$ cat src/i2cb_pkg.sv
// Shared types and constants for the I2C master bit engine.
// Depends on nothing; every other file of the block imports it.
package i2cb_pkg;

  localparam int unsigned RegW = 8;
  localparam int unsigned BitIdxW = 4;
  localparam logic [BitIdxW-1:0] BitsPerByte = BitIdxW'(8);

  // Command codes carried in the func field
  typedef enum logic [2:0] {
    FUNC_NONE     = 3'd0,
    FUNC_START    = 3'd1,
    FUNC_STOP     = 3'd2,
    FUNC_WRITE    = 3'd3,
    FUNC_READ     = 3'd4,
    FUNC_WAIT_ACK = 3'd5
  } func_e;

  // Configuration register indexes
  typedef enum logic [1:0] {
    CFG_START_STOP_DELAY = 2'd0,
    CFG_BIT_DELAY        = 2'd1,
    CFG_SAMPLE_DELAY     = 2'd2,
    CFG_ACK_TIMEOUT      = 2'd3
  } cfg_idx_e;

  localparam logic [RegW-1:0] StartStopDelayRst = RegW'(4);
  localparam logic [RegW-1:0] BitDelayRst       = RegW'(2);
  localparam logic [RegW-1:0] SampleDelayRst    = RegW'(1);
  localparam logic [RegW-1:0] AckTimeoutRst     = RegW'(250);

  // Bus sequencer steps, one-hot
  typedef enum logic [14:0] {
    PH_IDLE = 15'b000000000000001,
    PH_ST1  = 15'b000000000000010,
    PH_ST2  = 15'b000000000000100,
    PH_SP1  = 15'b000000000001000,
    PH_SP2  = 15'b000000000010000,
    PH_WA   = 15'b000000000100000,
    PH_WB   = 15'b000000001000000,
    PH_WC   = 15'b000000010000000,
    PH_RA   = 15'b000000100000000,
    PH_RB   = 15'b000001000000000,
    PH_AA   = 15'b000010000000000,
    PH_AB   = 15'b000100000000000,
    PH_K1   = 15'b001000000000000,
    PH_K2   = 15'b010000000000000,
    PH_K3   = 15'b100000000000000
  } phase_e;

  typedef struct packed {
    logic [RegW-1:0] start_stop_delay;
    logic [RegW-1:0] bit_delay;
    logic [RegW-1:0] sample_delay;
    logic [RegW-1:0] ack_timeout;
  } cfg_t;

  typedef struct packed {
    logic [2:0]      func;
    logic [RegW-1:0] tx_byte;
    logic            send_ack;
    logic            sda_in;
  } in_item_t;

  typedef struct packed {
    logic            scl;
    logic            sda_out;
    logic            sda_drive;
    logic            busy_res;
    logic            done_res;
    logic [RegW-1:0] rx_byte;
    logic            ack_missing;
  } out_item_t;

  // A zero hold still lasts one tick
  function automatic logic [RegW-1:0] hold_of(logic [RegW-1:0] h);
    return (h == '0) ? RegW'(1) : h;
  endfunction

endpackage

$ cat src/i2cb_if.sv
// Valid/ready stream interfaces for tick items and result items.
// Depends on i2cb_pkg for the payload types.
interface i2cb_in_if;
  import i2cb_pkg::*;
  logic     valid;
  logic     ready;
  in_item_t data;
  modport source (output valid, output data, input ready);
  modport sink (input valid, input data, output ready);
endinterface

interface i2cb_out_if;
  import i2cb_pkg::*;
  logic      valid;
  logic      ready;
  out_item_t data;
  modport source (output valid, output data, input ready);
  modport sink (input valid, input data, output ready);
endinterface

$ cat src/i2c_bitbang_master.sv
// I2C master bit engine top level: input register, tick engine, result register.
// Each tick passes the input register, then the result register; throughput 1 tick per cycle while results are taken.
// Input stalls only when both the input and the result registers are full and the result is not taken.
// Reset (async, active low) empties both registers, idles the engine with SCL/SDA
// driven high and loads the default delays. Depends on i2cb_pkg, i2cb_if,
// i2cb_cfg and i2cb_engine.
module i2c_bitbang_master (
  input  logic                      clk_i,
  input  logic                      rst_ni,
  i2cb_in_if.sink                   in_i,
  i2cb_out_if.source                out_o,
  input  logic                      cfg_we_i,
  input  logic [1:0]                cfg_idx_i,
  input  logic [i2cb_pkg::RegW-1:0] cfg_data_i
);
  import i2cb_pkg::*;

  logic      in_vld_q;
  in_item_t  in_item_q;
  logic      out_vld_q;
  out_item_t out_item_q;
  logic      step;
  cfg_t      cfg;
  out_item_t res;

  // the held tick moves on whenever the result register can take its result
  assign step = in_vld_q && (!out_vld_q || out_o.ready);
  assign in_i.ready = !in_vld_q || step;

  i2cb_cfg u_cfg (
    .clk_i,
    .rst_ni,
    .cfg_we_i,
    .cfg_idx_i,
    .cfg_data_i,
    .cfg_o (cfg)
  );

  i2cb_engine u_engine (
    .clk_i,
    .rst_ni,
    .step_i (step),
    .item_i (in_item_q),
    .cfg_i  (cfg),
    .res_o  (res)
  );

  always_ff @(posedge clk_i or negedge rst_ni) begin
    if (!rst_ni) begin
      in_vld_q  <= 1'b0;
      out_vld_q <= 1'b0;
    end else begin
      if (in_i.ready) in_vld_q <= in_i.valid;
      if (step) out_vld_q <= 1'b1;
      else if (out_o.ready) out_vld_q <= 1'b0;
    end
  end

  always_ff @(posedge clk_i) begin
    if (in_i.valid && in_i.ready) in_item_q <= in_i.data;
    if (step) out_item_q <= res;
  end

  assign out_o.valid = out_vld_q;
  assign out_o.data  = out_item_q;

endmodule

$ cat src/i2cb_cfg.sv
// Configuration register file: four 8-bit delay/timeout registers.
// Depends on i2cb_pkg.
module i2cb_cfg (
  input  logic                   clk_i,
  input  logic                   rst_ni,
  input  logic                   cfg_we_i,
  input  logic [1:0]             cfg_idx_i,
  input  logic [i2cb_pkg::RegW-1:0] cfg_data_i,
  output i2cb_pkg::cfg_t         cfg_o
);
  import i2cb_pkg::*;

  cfg_t cfg_q, cfg_d;

  always_comb begin
    cfg_d = cfg_q;
    if (cfg_we_i) begin
      unique case (cfg_idx_i)
        CFG_START_STOP_DELAY: cfg_d.start_stop_delay = cfg_data_i;
        CFG_BIT_DELAY:        cfg_d.bit_delay        = cfg_data_i;
        CFG_SAMPLE_DELAY:     cfg_d.sample_delay     = cfg_data_i;
        CFG_ACK_TIMEOUT:      cfg_d.ack_timeout      = cfg_data_i;
        default:              cfg_d = cfg_q;
      endcase
    end
  end

  always_ff @(posedge clk_i or negedge rst_ni) begin
    if (!rst_ni) begin
      cfg_q.start_stop_delay <= StartStopDelayRst;
      cfg_q.bit_delay        <= BitDelayRst;
      cfg_q.sample_delay     <= SampleDelayRst;
      cfg_q.ack_timeout      <= AckTimeoutRst;
    end else begin
      cfg_q <= cfg_d;
    end
  end

  assign cfg_o = cfg_q;

endmodule

$ cat src/i2cb_engine.sv
// Bit engine state and one-tick next-state logic; the result reflects
// the state after the tick. Depends on i2cb_pkg.
module i2cb_engine (
  input  logic                 clk_i,
  input  logic                 rst_ni,
  input  logic                 step_i,
  input  i2cb_pkg::in_item_t   item_i,
  input  i2cb_pkg::cfg_t       cfg_i,
  output i2cb_pkg::out_item_t  res_o
);
  import i2cb_pkg::*;

  phase_e              phase_q, phase_d;
  logic [RegW-1:0]     delay_q, delay_d;
  logic [BitIdxW-1:0]  bit_idx_q, bit_idx_d;
  logic [RegW-1:0]     shift_q, shift_d;
  logic [RegW-1:0]     wait_q, wait_d;
  logic                ack_choice_q, ack_choice_d;
  logic                scl_q, scl_d;
  logic                sda_q, sda_d;
  logic                sda_en_q, sda_en_d;
  logic                ack_flag_q, ack_flag_d;
  logic [RegW-1:0]     rx_q, rx_d;
  logic                done;
  logic [RegW-1:0]     delay_dec;

  always_comb begin
    phase_d      = phase_q;
    delay_d      = delay_q;
    bit_idx_d    = bit_idx_q;
    shift_d      = shift_q;
    wait_d       = wait_q;
    ack_choice_d = ack_choice_q;
    scl_d        = scl_q;
    sda_d        = sda_q;
    sda_en_d     = sda_en_q;
    ack_flag_d   = ack_flag_q;
    rx_d         = rx_q;
    done         = 1'b0;
    delay_dec    = (delay_q != '0) ? delay_q - RegW'(1) : delay_q;

    if (phase_q == PH_IDLE) begin
      unique case (item_i.func)
        FUNC_START: begin
          sda_en_d = 1'b1; sda_d = 1'b1; scl_d = 1'b1;
          phase_d = PH_ST1; delay_d = hold_of(cfg_i.start_stop_delay);
        end
        FUNC_STOP: begin
          sda_en_d = 1'b1; scl_d = 1'b0; sda_d = 1'b0;
          phase_d = PH_SP1; delay_d = hold_of(cfg_i.start_stop_delay);
        end
        FUNC_WRITE: begin
          sda_en_d = 1'b1; scl_d = 1'b0; bit_idx_d = '0;
          sda_d = item_i.tx_byte[RegW-1];
          shift_d = {item_i.tx_byte[RegW-2:0], 1'b0};
          phase_d = PH_WA; delay_d = hold_of(cfg_i.bit_delay);
        end
        FUNC_READ: begin
          sda_en_d = 1'b0; scl_d = 1'b0; shift_d = '0; bit_idx_d = '0;
          ack_choice_d = item_i.send_ack;
          phase_d = PH_RA; delay_d = hold_of(cfg_i.bit_delay);
        end
        FUNC_WAIT_ACK: begin
          sda_en_d = 1'b0; sda_d = 1'b1; wait_d = '0; ack_flag_d = 1'b0;
          phase_d = PH_K1; delay_d = hold_of(cfg_i.sample_delay);
        end
        default: ;
      endcase
    end else if (phase_q == PH_K3) begin
      priority if (!item_i.sda_in) begin
        scl_d = 1'b0; ack_flag_d = 1'b0;
        phase_d = PH_IDLE; delay_d = '0; done = 1'b1;
      end else if (wait_q >= cfg_i.ack_timeout) begin
        // no ACK: flag it and release the bus with a stop
        ack_flag_d = 1'b1;
        sda_en_d = 1'b1; scl_d = 1'b0; sda_d = 1'b0;
        phase_d = PH_SP1; delay_d = hold_of(cfg_i.start_stop_delay);
      end else begin
        wait_d = wait_q + RegW'(1);
      end
    end else begin
      delay_d = delay_dec;
      if (delay_dec == '0) begin
        unique case (phase_q)
          PH_ST1: begin
            sda_d = 1'b0;
            phase_d = PH_ST2; delay_d = hold_of(cfg_i.start_stop_delay);
          end
          PH_SP1: begin
            scl_d = 1'b1; sda_d = 1'b1;
            phase_d = PH_SP2; delay_d = hold_of(cfg_i.start_stop_delay);
          end
          PH_WA: begin
            scl_d = 1'b1; phase_d = PH_WB; delay_d = hold_of(cfg_i.bit_delay);
          end
          PH_WB: begin
            scl_d = 1'b0; phase_d = PH_WC; delay_d = hold_of(cfg_i.bit_delay);
          end
          PH_WC: begin
            bit_idx_d = bit_idx_q + BitIdxW'(1);
            if (bit_idx_d >= BitsPerByte) begin
              phase_d = PH_IDLE; delay_d = '0; done = 1'b1;
            end else begin
              sda_d = shift_q[RegW-1];
              shift_d = {shift_q[RegW-2:0], 1'b0};
              phase_d = PH_WA; delay_d = hold_of(cfg_i.bit_delay);
            end
          end
          PH_RA: begin
            // sample on the tick SCL rises
            scl_d = 1'b1;
            shift_d = {shift_q[RegW-2:0], item_i.sda_in};
            bit_idx_d = bit_idx_q + BitIdxW'(1);
            phase_d = PH_RB; delay_d = hold_of(cfg_i.sample_delay);
          end
          PH_RB: begin
            scl_d = 1'b0;
            if (bit_idx_q >= BitsPerByte) begin
              rx_d = shift_q;
              sda_en_d = 1'b1;
              sda_d = ~ack_choice_q;
              phase_d = PH_AA; delay_d = hold_of(cfg_i.bit_delay);
            end else begin
              phase_d = PH_RA; delay_d = hold_of(cfg_i.bit_delay);
            end
          end
          PH_AA: begin
            scl_d = 1'b1; phase_d = PH_AB; delay_d = hold_of(cfg_i.bit_delay);
          end
          PH_AB: begin
            scl_d = 1'b0; phase_d = PH_IDLE; delay_d = '0; done = 1'b1;
          end
          PH_ST2: begin
            scl_d = 1'b0; phase_d = PH_IDLE; delay_d = '0; done = 1'b1;
          end
          PH_K1: begin
            scl_d = 1'b1; phase_d = PH_K2; delay_d = hold_of(cfg_i.sample_delay);
          end
          PH_K2: begin
            phase_d = PH_K3; delay_d = RegW'(1);
          end
          default: begin
            // stop's last step and anything else end the command
            phase_d = PH_IDLE; delay_d = '0; done = 1'b1;
          end
        endcase
      end
    end
  end

  always_ff @(posedge clk_i or negedge rst_ni) begin
    if (!rst_ni) begin
      phase_q      <= PH_IDLE;
      delay_q      <= '0;
      bit_idx_q    <= '0;
      shift_q      <= '0;
      wait_q       <= '0;
      ack_choice_q <= 1'b0;
      scl_q        <= 1'b1;
      sda_q        <= 1'b1;
      sda_en_q     <= 1'b1;
      ack_flag_q   <= 1'b0;
      rx_q         <= '0;
    end else if (step_i) begin
      phase_q      <= phase_d;
      delay_q      <= delay_d;
      bit_idx_q    <= bit_idx_d;
      shift_q      <= shift_d;
      wait_q       <= wait_d;
      ack_choice_q <= ack_choice_d;
      scl_q        <= scl_d;
      sda_q        <= sda_d;
      sda_en_q     <= sda_en_d;
      ack_flag_q   <= ack_flag_d;
      rx_q         <= rx_d;
    end
  end

  assign res_o.scl         = scl_d;
  assign res_o.sda_out     = sda_d;
  assign res_o.sda_drive   = sda_en_d;
  assign res_o.busy_res    = (phase_d != PH_IDLE);
  assign res_o.done_res    = done;
  assign res_o.rx_byte     = rx_d;
  assign res_o.ack_missing = ack_flag_d;

endmodule

$ cat src/flat_wrapper.sv
// flat-port wrapper written by rule: the top's interface ports become plain ports
module i2c_bitbang_master_flat import i2cb_pkg::*;
  (clk_i, rst_ni, cfg_we_i, cfg_idx_i, cfg_data_i, in_i_valid, in_i_data, in_i_ready, out_o_valid, out_o_data, out_o_ready);
  i2cb_in_if in_i_i ();
  i2cb_out_if out_o_i ();
  input  logic clk_i;
  input  logic rst_ni;
  input  logic cfg_we_i;
  input  logic [1:0] cfg_idx_i;
  input  logic [i2cb_pkg::RegW-1:0] cfg_data_i;
  input wire logic [$bits(in_i_i.valid)-1:0] in_i_valid;
  input wire logic [$bits(in_i_i.data)-1:0] in_i_data;
  output wire logic [$bits(in_i_i.ready)-1:0] in_i_ready;
  output wire logic [$bits(out_o_i.valid)-1:0] out_o_valid;
  output wire logic [$bits(out_o_i.data)-1:0] out_o_data;
  input wire logic [$bits(out_o_i.ready)-1:0] out_o_ready;
  assign in_i_i.valid = in_i_valid;
  assign in_i_i.data = in_i_data;
  assign in_i_ready = in_i_i.ready;
  assign out_o_valid = out_o_i.valid;
  assign out_o_data = out_o_i.data;
  assign out_o_i.ready = out_o_ready;
  i2c_bitbang_master u_core (.clk_i(clk_i), .rst_ni(rst_ni), .in_i(in_i_i), .out_o(out_o_i), .cfg_we_i(cfg_we_i), .cfg_idx_i(cfg_idx_i), .cfg_data_i(cfg_data_i));
endmodule
$ cat config.mk
export PLATFORM = sky130hd
export DESIGN_NAME = i2c_bitbang_master_flat
export DESIGN_NICKNAME = d
export VERILOG_FILES = /design/src/i2cb_pkg.sv /design/src/i2cb_if.sv /design/src/i2c_bitbang_master.sv /design/src/i2cb_cfg.sv /design/src/i2cb_engine.sv /design/src/flat_wrapper.sv
export SDC_FILE = /design/constraint.sdc
export NUM_CORES = 1
export LEC_CHECK = 0
export BUFFER_PORTS_ARGS = -buffer_cell sky130_fd_sc_hd__buf_2
export CORE_AREA = 2 2 131 120
export CTS_BUF_LIST = sky130_fd_sc_hd__clkbuf_8
export CTS_CLUSTER_DIAMETER = 30
export DETAILED_ROUTE_END_ITERATION = 6
export DIE_AREA = 0 0 133 122
export PLACE_DENSITY = 0.57
export SYNTH_ARGS = -nofsm -noshare
export SYNTH_HDL_FRONTEND = slang
export SYNTH_SLANG_ARGS = --single-unit
$ cat constraint.sdc
create_clock -name clk_i -period 7.11 [get_ports clk_i]
set_clock_uncertainty 0.05 [all_clocks]
set_input_delay 2.133 -clock clk_i [delete_from_list [all_inputs] [get_ports clk_i]]
set_output_delay 2.133 -clock clk_i [all_outputs]
set_load 0.02 [all_outputs]
After elaboration in Yosys (flattened, before gate mapping):

Index checks and enable logic that the tools add are counted.
Widths: inputs -> output; s select.

* register bits after elaboration: 117
* input bits: 28
* logic and storage cells: 184

* add/subtract/negate cells: 3
* magnitude comparators: 3
* equality and inequality tests: 31
* mux-type cells: 78
* bitwise gates (word level): 1
* reduce and logical (&&, ||, !) cells: 40

Operators by type and width (count)
* $mux 8: 24
* $pmux 15 s10: 1
* $mux 15: 5
* $pmux 15 s5: 1
* $pmux 8 s5: 1
* $logic_not 8->1: 4
* $pmux 8 s2: 2
* $mux 1: 30
* $pmux 8 s3: 1
* $mux 4: 5
* $eq 15x1->1 const B: 1
* $eq 15x10->1 const B: 1
* $eq 15x11->1 const B: 1
* $eq 15x12->1 const B: 1
* $eq 15x13->1 const B: 1
* $eq 15x14->1 const B: 1
* $eq 15x15->1 const B: 1
* $eq 15x2->1 const B: 1
* $eq 15x3->1 const B: 1
* $eq 15x4->1 const B: 1
* $eq 15x6->1 const B: 1
* $eq 15x7->1 const B: 1
* $eq 15x8->1 const B: 1
* $eq 15x9->1 const B: 1
* other kinds (39): 68

Depth between registers and ports, before layout:

* depth in word-level cells: 8
* gate-level depth with buffers: 11

Cells and area by module:

Synthesis repeated with hierarchy kept, for this count alone.

* cells, all modules: 676
* area total of the unflattened synthesis: 7030.5 µm²

Modules (own cells, without submodules)
* i2cb_engine: times used 1, cells each 573, area each 4892.2 µm², seq. area each 1406.3 µm²
* i2cb_cfg: times used 1, cells each 68, area each 1223.7 µm², seq. area each 812.0 µm²
* i2c_bitbang_master: times used 1, cells each 35, area each 914.6 µm², seq. area each 860.8 µm²

Worst setup path before layout:

No wires, ideal clock.

* kind: input-to-output
* start: input out_o_ready
* end: output in_i_ready
* data arrival time: 2.411 ns
* slack: 2.516 ns
* stages: 1
* buffers on the path: 0
* path through: nand3b_1

* longest elaborated chain between the ends: 3

RTL lines
* start, declared: line flat_wrapper.sv:16 `input wire logic [$bits(out_o_i.ready)-1:0] out_o_ready;`
* $logic_or 1x1->1: line i2c_bitbang_master.sv:27 `assign step = in_vld_q && (!out_vld_q || out_o.ready);`
* $logic_and 1x1->1: line i2c_bitbang_master.sv:27
* $logic_or 1x1->1: line i2c_bitbang_master.sv:28 `assign in_i.ready = !in_vld_q || step;`
* end, declared: line flat_wrapper.sv:13 `output wire logic [$bits(in_i_i.ready)-1:0] in_i_ready;`

No other way between the ends.

Worst setup path after layout:

Ends and elaborated chain as after synthesis.

==> summary.md <==
| Metric | Value |
|---|---|
| Status | `finished, final reports clean` |
| Type of the worst min-delay path | `reg -> reg` |
| Number of I/O pins | `44` |
| Final setup fails | `0` |
| Worst setup EP type | `output port` |
| Top FF cell, synth | `dfrtp_1` |
| Final hold violations | `0` |
| Number of synthesized flops with an enable pin | `27` |
| Die X | `133 um` |
| Flop and latch count out of synthesis | `117` |
| Actual slew at the worst max-slew pin | `1.10 ns` |
| Final nets | `742` |
| Hold path startpoint | `u_core.in_item_q[1]` |
| Kind of cell adding the most delay to the critical path | `buffers and inverters` |
| Setup TNS | `0 ns` |
| CP arrival | `2.59 ns` |
| Post-synth top area share | `29.3%` |
| Largest net degree at the start of global routing | `51` |
| WS Path Type | `in -> out` |
| Post-Syn Instances | `661` |
| Initial Util | `43.8%` |
| Antenna violations before repair | `0` |
| Post-Syn Nets | `701` |
| Via count | `5459` |
| Most frequent CP cell | `buf_2` |
| Sequential fraction of the synthesis area | `46.9%` |
| Resized cells post-CTS | `0` |
| Util after Layout | `49.2%` |
| GRT overflow | `0` |
| First-pass GRT wire length | `28.5 mm` |
| Clk sink count | `117` |
| Residual DRC | `0` |
| Post CTS Setup Buffer Count | `0` |
| GRT Total Usage | `22.6%` |
| Post-synthesis cell type count | `69` |
| R2r endpoint | `u_core.out_o.data[10]` |
| Routed WL per cell | `19.0 um` |
| Ant diodes | `0` |
| Fmax | `210 MHz` |
| Final Power | `2.20 mW` |
| TritonRoute pass-1 iters | `6` |
| Area growth syn-to-layout | `12.5%` |
| Slew Viols, Final | `0` |
| Leakage | `3.09 nW` |
| Final WL | `17.4 mm` |
| Clk_lat worst skew | `0.46 ns` |
| Share of cells above drive strength 1 | `23.6%` |
| Data required, critical path | `4.93 ns` |
| Min Tclk post-route | `4.77 ns` |
| I/O Buffers | `43` |
| Dpl hpwl | `12.6 mm` |
| H-tree levels | `4` |
| Unrepaired setup endpoints after global routing | `false` |
| CP max FO | `3` |
| Slew headroom | `26.1%` |
| R2r worst-path depth | `7` |
| CP cell instances | `buf_2 > nand3b_1 > buf_2` |
| Worst-path clk slew | `0.07 ns` |
| Mapped Area | `6570 sq um` |
| Flop2flop setup slack | `3.37 ns` |
| Buffers and inverters on the worst path | `2` |
| Async SR Flop Fraction | `76.9%` |
| Cell accounting for the most synthesized area | `dfrtp_1` |
| Yosys warns | `0` |
| Clk buf depth | `2` |
| Critical path's largest stage delay | `0.18 ns` |
| Crit-path slowest cell | `nand3b_1` |
| Hold Path Depth | `1` |
| Power per cell area | `297 nW/um^2` |
| Syn Area/Cell | `9.94 sq um` |
| Num rows | `43` |
| Die ar. | `16200 sq um` |
| Die H | `122 um` |
| Synth top area cells | `dfrtp_1, edfxtp_1, mux2_2` |
| Max_cap viols | `0` |
| Max rail drop VDD | `0.160 mV` |
| Core Region | `15000 sq um` |
| CTS tree | `yes` |
| Clock root cell | `clkbuf_8` |
| Gpl congestion | `0.907` |
| Starting DRT DRC Count | `526` |
| Final Cycle Share | `67.1%` |
| CTS Hold Bufs | `0` |
| Number of global-route vias before repair | `5425` |
| ANT nets after route | `0` |
| Avg Vias per Cell | `5.95` |
| Hold EP | `u_core.u_engine.ack_choice_q` |
| Worst r2r src | `u_core.u_engine.phase_q[12]` |
| TritonCTS buffer count | `17` |
| Critical Path Start Type | `primary input` |
==> routing by layer <==
layer	GRT usage (%)	wire length, um	vias up
met2	35.1	7970	176
li1	-	-	2528
met5	0	0	-
met1	31.5	8180	2731
met3	5.20	921	24
met4	7.46	313	0
==> cells in the mapped netlist, types with 3 or more instances <==
cell type / number
o21ai_0: 53
nor3_2: 3
a221oi_1: 8
or3b_2: 3
or3_1: 3
a22oi_1: 12
nor2_1: 60
and3_1: 5
o211ai_1: 8
a21oi_1: 25
nand2_1: 63
mux2_2: 59
nand3b_1: 7
nor3b_1: 10
and2_1: 8
nand4_1: 12
inv_1: 27
edfxtp_1: 27
nor4_1: 13
a22o_1: 4
buf_2: 4
xor2_1: 7
nand3_1: 18
nor3_1: 16
nor2b_1: 3
nor4b_1: 5
nand2b_1: 8
a21o_1: 4
o31ai_1: 3
ha_1: 12
o22ai_1: 8
dfstp_2: 13
dfrtp_1: 77
clkbuf_1: 21
xnor2_1: 8
==> metrics by stage <==
stage / hold WS (ns) / instances / area (sq um) / worst slack [ns]
after floorplan: 0.404 / 661 / 6570 / 2.52
after global placement: 0.422 / 885 / 6970 / 2.35
after detailed placement: 0.426 / 885 / 6970 / 2.33
after CTS: 0.443 / 917 / 7390 / 2.33
after global routing: 0.476 / 917 / 7390 / 2.29
final: 0.444 / 917 / 7390 / 2.34
==> cells by family after synthesis <==
family,count (synthesis),synth area share [%]
mux,61,10.4
xor+xnor,15,2.00
simple gates,249,19.9
flops,117,46.9
buf+inv,56,3.50
fa+ha+maj,12,2.28
compound gates,151,15.1
==> worst max path at each step <==
stage                            from         end  slack (ns)  cells after the start
after floorplan           out_o_ready  in_i_ready        2.52                      1
after global placement    out_o_ready  in_i_ready        2.35                      3
after detailed placement  out_o_ready  in_i_ready        2.33                      3
after CTS                 out_o_ready  in_i_ready        2.33                      3
after global routing      out_o_ready  in_i_ready        2.29                      3
final                     out_o_ready  in_i_ready        2.34                      3
==> cell type report <==
| cell class | instances | area (sq um) |
|---|---|---|
| fill | 1399 | 7620 |
| timing repair buffer | 50 | 270 |
| clock inverter | 14 | 174 |
| tap | 202 | 253 |
| clock buffer | 18 | 248 |
| sequential | 117 | 3080 |
| multi-input combinational | 488 | 3260 |
| inverter | 28 | 105 |
==> registers in the layout, summed over array words and instances (netlist names), 4 cells and up <==
signal and cells:
u_core.u_engine.rx_q 8, u_core.u_engine.wait_q 8, u_core.out_o.data 14, u_core.u_engine.bit_idx_q 4, u_core.u_engine.delay_q 8, u_core.u_engine.shift_q 8, u_core.u_cfg.cfg_o 32, u_core.in_item_q 13
u_core.u_engine.phase_q 15
==> power by group <==
part           switching [mW]  internal [mW]  total (mW)
Clock                   0.291          0.359       0.651
Sequential              0.137          0.797       0.934
Combinational           0.366          0.246       0.612
Total                   0.794           1.40        2.20
==> cells in the final DEF, fill, tap and decap left out, drive strengths merged, types with 9 or more instances in the layout <==
cell type	netlist	final
a21oi	26	26
a221oi	9	9
a22oi	12	12
and2	10	10
buf	7	50
clkbuf	21	18
dfrtp	77	77
dfstp	13	13
edfxtp	27	27
ha	12	12
inv	27	32
mux2	59	59
nand2	64	64
nand3	18	18
nand4	12	12
nor2	60	60
nor3	19	19
nor3b	10	10
nor4	15	15
o21ai	54	54
Note: power is estimated with default switching activity, not from simulation.
